**src/rtl/wcsg_pkg.sv**
```systemverilog
// shared types, constants and helpers for the wave channel sound generator
package wcsg_pkg;

    localparam int WAVE_BYTES = 16;
    localparam int WAVE_IDX_W = $clog2(WAVE_BYTES);

    typedef enum logic [1:0] {
        MODE_TICK  = 2'd0,
        MODE_READ  = 2'd1,
        MODE_WRITE = 2'd2,
        MODE_NONE  = 2'd3
    } t_mode;

    localparam logic [15:0] ADDR_NR30 = 16'hFF1A;
    localparam logic [15:0] ADDR_NR31 = 16'hFF1B;
    localparam logic [15:0] ADDR_NR32 = 16'hFF1C;
    localparam logic [15:0] ADDR_NR33 = 16'hFF1D;
    localparam logic [15:0] ADDR_NR34 = 16'hFF1E;
    localparam logic [15:0] WAVE_BASE = 16'hFF30;

    localparam logic [7:0] MASK_NR30 = 8'h7F;
    localparam logic [7:0] MASK_NR32 = 8'h9F;
    localparam logic [7:0] MASK_NR34 = 8'hBF;
    localparam logic [7:0] READ_OPEN = 8'hFF;

    localparam logic [11:0] PERIOD_SPAN  = 12'd2048;
    localparam logic [12:0] TRIG_DIVIDER = 13'd6;
    localparam logic [12:0] CORRUPT_DIV  = 13'd2;
    localparam logic [1:0]  FETCH_WINDOW = 2'd2;

    // volume codes from bits 6..5 of nr32
    localparam logic [1:0] VOL_MUTE    = 2'd0;
    localparam logic [1:0] VOL_FULL    = 2'd1;
    localparam logic [1:0] VOL_HALF    = 2'd2;
    localparam logic [1:0] VOL_QUARTER = 2'd3;

    localparam logic [0:0] CFG_COLOUR = 1'b0;

    typedef struct packed {
        t_mode       mode;
        logic [15:0] address;
        logic [7:0]  write_data;
        logic        length_expired;
    } t_item;

    typedef struct packed {
        logic       bad_address;
        logic [7:0] read_data;
        logic [3:0] sample;
    } t_result;

    function automatic logic [3:0] wcsg_scale(input logic [1:0] code,
                                              input logic [3:0] nib);
        logic [3:0] lvl;
        case (code)
            VOL_MUTE:    lvl = 4'd0;
            VOL_FULL:    lvl = nib;
            VOL_HALF:    lvl = nib >> 1;
            VOL_QUARTER: lvl = nib >> 2;
            default:     lvl = 4'd0;
        endcase
        return lvl;
    endfunction

    // power-up pattern 00 ff 00 ff ...
    function automatic logic [7:0] wcsg_wave_init(input logic [WAVE_IDX_W-1:0] idx);
        return idx[0] ? 8'hFF : 8'h00;
    endfunction

endpackage

```
**src/rtl/wcsg_chan.sv**
```systemverilog
// channel state and item processing
module wcsg_chan (
    input  logic             i_clk,
    input  logic             i_rst_n,
    input  logic             i_step,
    input  wcsg_pkg::t_item  i_item,
    input  logic             i_colour,
    output wcsg_pkg::t_result o_result
);
    import wcsg_pkg::*;

    logic [7:0]            r_ram [WAVE_BYTES];
    logic [7:0]            n_ram [WAVE_BYTES];
    logic [7:0]            r_ctrl_dac, n_ctrl_dac;
    logic [7:0]            r_ctrl_vol, n_ctrl_vol;
    logic [7:0]            r_period_lo, n_period_lo;
    logic [7:0]            r_period_hi, n_period_hi;
    logic                  r_dac_on, n_dac_on;
    logic                  r_chan_on, n_chan_on;
    logic [4:0]            r_pos, n_pos;
    logic [12:0]           r_div, n_div;
    logic [3:0]            r_held, n_held;
    logic [WAVE_IDX_W-1:0] r_last_idx, n_last_idx;
    logic [1:0]            r_since_fetch, n_since_fetch;

    logic [3:0]            fetch_nib;
    logic [10:0]           period;
    logic                  wave_hit;
    logic                  ram_ok;
    logic [WAVE_IDX_W-1:0] wave_idx;
    logic [WAVE_IDX_W-1:0] play_idx;
    logic [WAVE_IDX_W-1:0] group_base;

    assign play_idx   = r_pos[4:1];
    assign group_base = {play_idx[WAVE_IDX_W-1:2], 2'b00};
    assign fetch_nib  = r_pos[0] ? r_ram[play_idx][3:0] : r_ram[play_idx][7:4];
    assign period     = {r_period_hi[2:0], r_period_lo};
    assign wave_hit   = (i_item.address[15:4] == WAVE_BASE[15:4]);
    assign ram_ok     = i_colour | (r_since_fetch < FETCH_WINDOW);
    // while playing, wave ram accesses land on the byte last fetched
    assign wave_idx   = r_chan_on ? r_last_idx : i_item.address[WAVE_IDX_W-1:0];

    always_comb begin
        n_ram         = r_ram;
        n_ctrl_dac    = r_ctrl_dac;
        n_ctrl_vol    = r_ctrl_vol;
        n_period_lo   = r_period_lo;
        n_period_hi   = r_period_hi;
        n_dac_on      = r_dac_on;
        n_chan_on     = r_chan_on;
        n_pos         = r_pos;
        n_div         = r_div;
        n_held        = r_held;
        n_last_idx    = r_last_idx;
        n_since_fetch = r_since_fetch;
        o_result      = '0;
        if (i_step) begin
            unique case (i_item.mode)
                MODE_TICK: begin
                    if (r_since_fetch < FETCH_WINDOW) begin
                        n_since_fetch = r_since_fetch + 2'd1;
                    end
                    n_chan_on = r_chan_on & ~i_item.length_expired;
                    if (n_chan_on && r_dac_on && r_ctrl_dac[7]) begin
                        n_div = r_div - 13'd1;
                        if (n_div == '0) begin
                            n_div         = {PERIOD_SPAN - {1'b0, period}, 1'b0};
                            n_held        = wcsg_scale(r_ctrl_vol[6:5], fetch_nib);
                            n_since_fetch = '0;
                            n_last_idx    = play_idx;
                            n_pos         = r_pos + 5'd1;
                        end
                        o_result.sample = n_held;
                    end
                end
                MODE_READ: begin
                    if (wave_hit) begin
                        o_result.read_data = (!r_chan_on || ram_ok) ? r_ram[wave_idx]
                                                                    : READ_OPEN;
                    end else begin
                        unique case (i_item.address)
                            ADDR_NR30: o_result.read_data = r_ctrl_dac | MASK_NR30;
                            ADDR_NR31: o_result.read_data = READ_OPEN;
                            ADDR_NR32: o_result.read_data = r_ctrl_vol | MASK_NR32;
                            ADDR_NR33: o_result.read_data = READ_OPEN;
                            ADDR_NR34: o_result.read_data = r_period_hi | MASK_NR34;
                            default: begin
                                o_result.read_data   = READ_OPEN;
                                o_result.bad_address = 1'b1;
                            end
                        endcase
                    end
                end
                MODE_WRITE: begin
                    if (wave_hit) begin
                        if (!r_chan_on || ram_ok) begin
                            n_ram[wave_idx] = i_item.write_data;
                        end
                    end else begin
                        unique case (i_item.address)
                            ADDR_NR30: begin
                                n_ctrl_dac = i_item.write_data;
                                n_dac_on   = i_item.write_data[7];
                                n_chan_on  = r_chan_on & i_item.write_data[7];
                            end
                            ADDR_NR31: ;
                            ADDR_NR32: n_ctrl_vol  = i_item.write_data;
                            ADDR_NR33: n_period_lo = i_item.write_data;
                            ADDR_NR34: begin
                                // mono retrigger right before a fetch smears wave ram
                                if (!i_colour && i_item.write_data[7] && r_chan_on
                                        && r_div == CORRUPT_DIV) begin
                                    if (play_idx < WAVE_IDX_W'(4)) begin
                                        n_ram[0] = r_ram[play_idx];
                                    end else begin
                                        for (int j = 0; j < 4; j++) begin
                                            n_ram[j] = r_ram[group_base | WAVE_IDX_W'(j)];
                                        end
                                    end
                                end
                                n_period_hi = i_item.write_data;
                                if (i_item.write_data[7]) begin
                                    n_chan_on = r_dac_on;
                                    n_pos     = '0;
                                    n_div     = TRIG_DIVIDER;
                                    // colour model fetches byte 0
                                    if (i_colour) begin
                                        n_since_fetch = '0;
                                        n_last_idx    = '0;
                                    end
                                end
                            end
                            default: ;
                        endcase
                    end
                end
                default: ;
            endcase
        end
    end

    always_ff @(posedge i_clk) begin
        if (!i_rst_n) begin
            for (int k = 0; k < WAVE_BYTES; k++) begin
                r_ram[k] <= wcsg_wave_init(WAVE_IDX_W'(k));
            end
            r_ctrl_dac    <= '0;
            r_ctrl_vol    <= '0;
            r_period_lo   <= '0;
            r_period_hi   <= '0;
            r_dac_on      <= 1'b0;
            r_chan_on     <= 1'b0;
            r_pos         <= '0;
            r_div         <= '0;
            r_held        <= '0;
            r_last_idx    <= '0;
            r_since_fetch <= '0;
        end else begin
            r_ram         <= n_ram;
            r_ctrl_dac    <= n_ctrl_dac;
            r_ctrl_vol    <= n_ctrl_vol;
            r_period_lo   <= n_period_lo;
            r_period_hi   <= n_period_hi;
            r_dac_on      <= n_dac_on;
            r_chan_on     <= n_chan_on;
            r_pos         <= n_pos;
            r_div         <= n_div;
            r_held        <= n_held;
            r_last_idx    <= n_last_idx;
            r_since_fetch <= n_since_fetch;
        end
    end

endmodule

```
**src/rtl/wave_channel_sound_generator_unit.sv**
```systemverilog
// top level of the wave channel sound generator: stream ports, apb port, pipeline
// Wave sound channel (channel 3 style). Each input beat is a tick, a bus read or a
// bus write and gives exactly one result beat. An item is taken into an input
// register, processed combinationally against the channel state, and its result
// sits in an output register. One beat per cycle is sustained while m_axis_tready
// is high; each item updates the channel state (wave ram, divider, nibble position)
// as its result is registered. While a result beat waits, the input register can
// still take one beat; after that s_axis_tready stays low until the waiting result
// is taken. colour_mode is written through the apb port at addresses 0 to 3; the
// user must write it only while the block is idle, which the block does not enforce.
module wave_channel_sound_generator_unit (
    input  logic        i_clk,
    input  logic        i_rst_n,
    input  logic        s_axis_tvalid,
    output logic        s_axis_tready,
    input  logic [31:0] s_axis_tdata,   // address[15:0], write_data[23:16], length_expired[24]
    input  logic [1:0]  s_axis_tuser,   // mode[1:0]
    output logic        m_axis_tvalid,
    input  logic        m_axis_tready,
    output logic [15:0] m_axis_tdata,   // sample[3:0], read_data[11:4], bad_address[12]
    input  logic        psel,
    input  logic        penable,
    input  logic        pwrite,
    input  logic [2:0]  paddr,
    input  logic [31:0] pwdata,
    output logic [31:0] prdata,
    output logic        pready
);
    import wcsg_pkg::*;

    logic    r_in_valid;
    t_item   r_item;
    logic    r_out_valid;
    t_result r_out;
    logic    r_colour;
    t_result res;
    logic    advance;
    logic    step;
    logic    cfg_hit;

    assign advance       = !r_out_valid || m_axis_tready;
    assign step          = r_in_valid && advance;
    assign s_axis_tready = !r_in_valid || advance;
    assign m_axis_tvalid = r_out_valid;
    assign m_axis_tdata  = {3'b000, r_out};

    assign pready  = 1'b1;
    assign cfg_hit = (paddr[2] == CFG_COLOUR);
    assign prdata  = cfg_hit ? {31'd0, r_colour} : 32'd0;

    wcsg_chan u_chan (
        .i_clk    (i_clk),
        .i_rst_n  (i_rst_n),
        .i_step   (step),
        .i_item   (r_item),
        .i_colour (r_colour),
        .o_result (res)
    );

    always_ff @(posedge i_clk) begin
        if (!i_rst_n) begin
            r_in_valid  <= 1'b0;
            r_out_valid <= 1'b0;
            r_colour    <= 1'b1;
        end else begin
            if (s_axis_tready) begin
                r_in_valid <= s_axis_tvalid;
            end
            if (advance) begin
                r_out_valid <= r_in_valid;
            end
            if (psel && penable && pwrite && pready && cfg_hit) begin
                r_colour <= pwdata[0];
            end
        end
    end

    always_ff @(posedge i_clk) begin
        if (s_axis_tvalid && s_axis_tready) begin
            r_item.mode           <= t_mode'(s_axis_tuser);
            r_item.address        <= s_axis_tdata[15:0];
            r_item.write_data     <= s_axis_tdata[23:16];
            r_item.length_expired <= s_axis_tdata[24];
        end
        if (step) begin
            r_out <= res;
        end
    end

endmodule

```
**config.mk**
```make
export PLATFORM = sky130hd
export DESIGN_NAME = wave_channel_sound_generator_unit
export DESIGN_NICKNAME = d
export VERILOG_FILES = /design/src/rtl/wcsg_pkg.sv /design/src/rtl/wcsg_chan.sv /design/src/rtl/wave_channel_sound_generator_unit.sv
export SDC_FILE = /design/constraint.sdc
export NUM_CORES = 1
export LEC_CHECK = 0
export BUFFER_PORTS_ARGS = -buffer_cell sky130_fd_sc_hd__buf_2
export CAP_MARGIN = 15
export CORE_ASPECT_RATIO = 1.2
export CORE_MARGIN = 1.5
export CORE_UTILIZATION = 30
export DETAILED_ROUTE_END_ITERATION = 6
export SYNTH_ARGS = -nofsm -noshare
export SYNTH_HDL_FRONTEND = slang
export SYNTH_SLANG_ARGS = --single-unit
```
**constraint.sdc**
```tcl
create_clock -name i_clk -period 6.95 [get_ports i_clk]
set_input_delay 1.39 -clock i_clk [delete_from_list [all_inputs] [get_ports i_clk]]
set_output_delay 1.39 -clock i_clk [all_outputs]
set_load 0.03 [all_outputs]
```
==> metrics.md, run 1 <==
| Metric | Value |
|---|---|
| Clock sinks | `215` |
| Die ar. | `43800 um2` |
| Max Cap Viol | `0` |
| Family with the most delay on the worst path | `simple AND/OR/NAND/NOR gates` |
| Setup tns final | `0 ns` |
| CP peak stage delay | `0.94 ns` |
| Layout cells sized above 1 | `12.7%` |
| Hold-critical path endpoint | `u_chan.r_since_fetch[0]` |
| Cts hold-fix bufs | `0` |
| # setup viols final | `0` |
| Die height | `229 um` |
| Max H-tree Level | `1` |
| Critical path required time | `7.41 ns` |
| Number of CTS-inserted buffers | `25` |
| Critical Path Source Type | `register` |
| Synth top area share | `27.5%` |
| Cell area power density | `200 nW/um2` |
| Sequential share of the synthesized area | `36.9%` |
| FF-to-FF Start | `u_chan.r_chan_on` |
| Seq cells post-synth | `215` |
| DR WL/cell | `21.4 um` |
| Commonest non-fill, non-tap cell in the layout | `nand2_1` |
| Vias per cell | `5.65` |
| Worst VDD drop | `0.000181 V` |
| Syn Area/Cell | `8.51 um2` |
| Final core utilization | `33.6%` |
| Unrepaired setup endpoints after global routing | `no` |
| Clk_lat worst skew | `0.55 ns` |
| Status | `completed` |
| Crit-path max FO | `31` |
| Peak Freq | `256 MHz` |
| Slowest stage cell, crit path | `nor3_2` |
| Synth Instances | `1499` |
| Via count | `11600` |
| Synth Flop Type | `dfxtp_1` |
| Slew HR | `19.2%` |
| Iter 0 DRT Violations | `1145` |
| Initial antenna violation count | `0` |
| Period utilization | `56.3%` |
| CTS max path bufs | `3` |
| Hold Vio Cnt, Final | `0` |
| Synth warn | `0` |
| Clk slew on worst S/H paths | `0.06 ns` |
| Nets | `1565` |
| PostCTS Resize Cnt | `0` |
| TritonRoute pass-1 iters | `5` |
| Initial Utilization | `30.5%` |
| CP cell instances | `mux2_2 > buf_4 > nand2_1 > nor3_2 > o2bb2ai_1 > mux2i_1 > nor2_1` |
| Synthesized cell area | `12800 um2` |
| Count of final max-slew check failures | `0` |
| Post-Route WL | `43900 um` |
| Worst r2r path cells | `7` |
| Min-Delay Startpoint | `u_chan.r_since_fetch[0]` |
| TritonCTS clock tree | `yes` |
| RR Endpoint | `u_chan.r_ram[110]` |
| Core area | `41900 um2` |
| First-pass GRT wire length | `66400 um` |
| Area Growth Syn to Fin | `10.3%` |
| Slew @ Worst Pin | `1.20 ns` |
| Min Tclk post-route | `3.91 ns` |
| Synth async-reset ratio | `0%` |
| Antenna cells | `0` |
| Worst hold-check path type | `reg -> reg` |
| Tot Pwr | `2810 uW` |
| Synth area leaders | `dfxtp_1 27%, mux2i_1 11%, nand2_1 10%, edfxtp_1 9.4%, mux4_2 5.7%` |
| Dominant cell type by area after synthesis | `dfxtp_1` |
| Cell area after layout | `14100 um2` |
| CP endpoint kind | `register` |
| Post-CTS setup buffers | `0` |
| Count of cell types in the netlist | `81` |
| Clk_skew | `0.0232 ns` |
| Post-Place Cells | `2002` |
| Largest net degree at the start of global routing | `79` |
| Dpl hpwl | `29700 um` |
| Gpl congestion | `0.985` |
| Chip width | `191 um` |
| Drt drc | `0` |
| FILL cells | `4318` |
| Root buffer cell | `clkbuf_16` |
| FF-to-FF setup slack | `3.04 ns` |
| Leakage Power | `0.00506 uW` |
| IO Pins | `127` |
| Crit path kind | `reg -> reg` |
| Most frequent cells in the layout | `352 x nand2_1, 173 x dfxtp_1, 141 x mux2i_1` |
| Vias in the first global route | `10900` |
| Row cnt | `82` |
| Global route overflow | `0` |
| Worst hold path cell count | `2` |
| Crit path DAT | `4.37 ns` |
| Port bufs | `51` |
| Finished Layout Cells | `2048` |
| Post-synth EDFFs | `40` |
| Gr usage total | `19.8%` |
| Final ANT Viol Nets | `0` |
| CP Buf/Inv Count | `1` |
| Placed cell areas | `13200 um2` |
==> registers in the layout, summed over array words and instances, names as in the netlist <==
register,flops
u_chan.r_div,13
m_axis_tvalid,1
u_chan.r_pos,5
u_chan.r_held,4
r_colour,1
u_chan.r_period_hi,4
u_chan.r_last_idx,4
u_chan.r_ram,128
u_chan.r_ctrl_vol,2
m_axis_tdata,13
u_chan.r_dac_on,1
r_item,27
u_chan.r_period_lo,8
u_chan.r_chan_on,1
u_chan.r_since_fetch,2
r_in_valid,1
==> synthesized netlist by cell type, types with 17 or more instances <==
cell type,number
buf_2,35
o2bb2ai_1,32
dfxtp_1,175
mux2i_1,144
nand2_1,352
a31oi_1,18
nor2_1,106
o21ai_0,20
edfxtp_1,40
inv_1,17
clkbuf_1,52
mux4_2,32
buf_4,39
nand3_1,81
a21oi_1,107
==> layout make-up <==
class	instances	area (um2)	area share (%)
inverters	17	63.8	0.454
flip-flops and latches	215	4710	33.5
clock inverters	14	130	0.925
clock buffers	32	693	4.93
well taps	546	683	4.86
repair buffers	72	413	2.94
multi-input cells	1152	7380	52.4
==> stage by stage <==
stage               setup WS [ns]  hold WS [ns]
floorplan                    3.74         0.431
detailed placement           2.69         0.450
finish                       3.04         0.457
CTS                          3.15         0.460
global route                 2.93         0.485
global placement             2.72         0.443
==> cell families (layout without fill, tap and decap cells) <==
family,after synthesis,after routing,share of synthesized area [%]
adder cells (fa/ha/maj),6,6,0.589
XOR/XNOR,13,13,0.952
AND/OR/NAND/NOR,658,658,24.1
other,2,35,0.0589
buffers and inverters,165,135,6.59
AO/OA/AOI/OAI,257,257,13.2
flip-flops,215,215,36.9
multiplexers,183,183,17.6
==> power breakdown <==
part           switching [uW]  total, uW  internal [uW]  leakage (uW)
Combinational             127        170           42.6       0.00285
Sequential               22.2       1310           1290       0.00180
Clock                     549       1330            781      0.000412
==> layer usage <==
layer | part of all wire, % | vias to the layer above | global-route usage, %
met1 | 39 | 5613 | 24.7
met4 | 5.9 | 0 | 11.1
li1 | - | 5241 | -
met3 | 8.2 | 126 | 3.02
met2 | 47 | 586 | 32.2
met5 | 0 | - | 0
==> worst max-delay path by stage <==
stage,endpoint,from,slack (ns),cells after the start
floorplan,prdata[0],paddr[2],3.74,1
finish,u_chan.r_ram[110],u_chan.r_chan_on,3.04,7
detailed placement,u_chan.r_ram[34],m_axis_tready,2.69,7
CTS,u_chan.r_ram[110],u_chan.r_chan_on,3.15,7
global placement,u_chan.r_ram[38],m_axis_tready,2.72,7
global route,u_chan.r_ram[106],u_chan.r_chan_on,2.93,7
==> worst register-to-register path: cells and delay by family (launching register included) <==
family          cells  cell delay, ns
compound gates      1            0.22
mux                 2            0.95
flops               1            0.83
buf+inv             1            0.56
simple gates        3            1.28
No activity file was read; power rests on OpenSTA's default activity.
==> run 2, diff against run 1 <==
- clock period: 6.95 -> 3.63 ns (I/O delays scaled with it)
==> run 2 against run 1 <==
Net effect: sequential cell count did not move; setup slack got worse by 2.6 ns; register-to-register slack worse by 2.6 ns; combinational power increased by 94%; fmax up 23%; hold slack worse by 0.10 ns; sequential power rose by 92%; largest power group unchanged.
==> metrics.md, run 2 (synthesis gave the netlist of run 1 again) <==
| Metric | Value |
|---|---|
| Count of final max-slew check failures | `0` |
| Row cnt | `82` |
| Number of CTS-inserted buffers | `25` |
| Via count | `11600` |
| Cell area power density | `374 nW/um2` |
| Clk_skew | `0.0259 ns` |
| Most flop-heavy register | `u_chan.r_ram` |
| DR WL/cell | `21.3 um` |
| Max Cap Viol | `0` |
| Setup tns final | `0 ns` |
| Final ANT Viol Nets | `0` |
| Crit-path max FO | `41` |
| Clk_lat worst skew | `0.55 ns` |
| Core area | `41900 um2` |
| Critical path required time | `3.90 ns` |
| CTS max path bufs | `3` |
| Min Tclk post-route | `3.18 ns` |
| Gr usage total | `19.9%` |
| FILL cells | `4311` |
| TritonRoute pass-1 iters | `7` |
| Root buffer cell | `clkbuf_16` |
| Initial Utilization | `30.5%` |
| Peak Freq | `314 MHz` |
| PostCTS Resize Cnt | `0` |
| Iter 0 DRT Violations | `928` |
| Leakage Power | `0.00524 uW` |
| IO Pins | `127` |
| Hold Vio Cnt, Final | `0` |
| # setup viols final | `0` |
| Crit path DAT | `3.45 ns` |
| Die height | `229 um` |
| Slew @ Worst Pin | `1.15 ns` |
| Die ar. | `43800 um2` |
| Dpl hpwl | `31100 um` |
| Most frequent cells in the layout | `352 x nand2_1, 173 x dfxtp_1, 141 x mux2i_1` |
| Antenna cells | `0` |
| Post-CTS setup buffers | `0` |
| Post-Route WL | `44300 um` |
| Largest register FFs | `128` |
| Initial antenna violation count | `0` |
| Gpl congestion | `0.959` |
| Area Growth Syn to Fin | `12.5%` |
| Largest net degree at the start of global routing | `65` |
| Layout cells sized above 1 | `14.4%` |
| Cts hold-fix bufs | `0` |
| TritonCTS clock tree | `yes` |
| Vias in the first global route | `11100` |
| Clock sinks | `215` |
| Worst hold-check path type | `in -> reg` |
| Clk slew on worst S/H paths | `0.06 ns` |
| Global route overflow | `0` |
| Worst VDD drop | `0.000321 V` |
| Unrepaired setup endpoints after global routing | `no` |
| Hold Slack | `0.355 ns` |
| Max H-tree Level | `1` |
| Slew HR | `23.1%` |
| First-pass GRT wire length | `66800 um` |
| Crit path kind | `reg -> reg` |
| Nets | `1596` |
| Period utilization | `87.7%` |
| Vias per cell | `5.59` |
| Critical Path Source Type | `register` |
| CP endpoint kind | `register` |
| Chip width | `191 um` |
| Largest regs | `u_chan.r_ram: 128 flops, r_item: 27 flops` |
| Status | `completed` |
| Commonest non-fill, non-tap cell in the layout | `nand2_1` |
| Drt drc | `0` |
| Port bufs | `51` |
## run 2: final timing paths
| check | from | slack, ns | cells after the start | endpoint |
|---|---|---|---|---|
| max | u_chan.r_chan_on | 0.45 | 7 | m_axis_tdata[5] |
| min | s_axis_tdata[11] | 0.36 | 1 | r_item[20] |
| max reg2reg | u_chan.r_chan_on | 0.45 | 7 | m_axis_tdata[5] |
| min reg2reg | u_chan.r_since_fetch[0] | 0.46 | 2 | u_chan.r_since_fetch[0] |
## run 2: where the power goes
part,internal (uW),leakage (uW),total [uW],switching (uW)
clock,1490,0.000405,2530,1050
sequential,2460,0.00180,2510,49.4
combinational,93.4,0.00303,330,236
total,4040,0.00524,5370,1330
## run 2: cell type report
| class | count | area [um2] | share of cell area [%] |
|---|---|---|---|
| inverters | 17 | 63.8 | 0.445 |
| repair buffers | 103 | 713 | 4.97 |
| clock buffers | 34 | 699 | 4.87 |
| multi-input cells | 1152 | 7370 | 51.3 |
| flip-flops and latches | 215 | 4710 | 32.8 |
| clock inverters | 12 | 115 | 0.802 |
| well taps | 546 | 683 | 4.76 |
## run 2: metal layers
layer | track usage [%] | up-vias | routed length, um
li1 | - | 5292 | -
met3 | 2.66 | 134 | 3000
met1 | 24.8 | 5661 | 17900
met4 | 10.4 | 0 | 2470
met2 | 33.2 | 531 | 20900
met5 | 0 | - | 0
## run 2: worst max-delay path: stages (launching register included)
cell and delay (ns):
dfxtp_1 0.84, mux2_2 0.66, buf_12 0.29, nand2_1 0.09, and3_1 0.17, a311oi_1 0.05, o31ai_1 0.60, a21oi_1 0.16
## run 2: per-stage QoR
| step | cells | utilization [%] | setup slack, ns | power, uW | instance area [um2] |
|---|---|---|---|---|---|
| after floorplan | 1532 | - | 1.24 | 2800 | 12900 |
| after global placement | 2032 | 32.3 | 0.544 | 2880 | 13500 |
| after detailed placement | 2032 | 32.3 | 0.529 | 2880 | 13500 |
| after CTS | 2078 | 34.2 | 0.520 | 5390 | 14300 |
| after global routing | 2079 | 34.3 | 0.335 | 5510 | 14300 |
| final | 2079 | 34.3 | 0.447 | 5370 | 14300 |
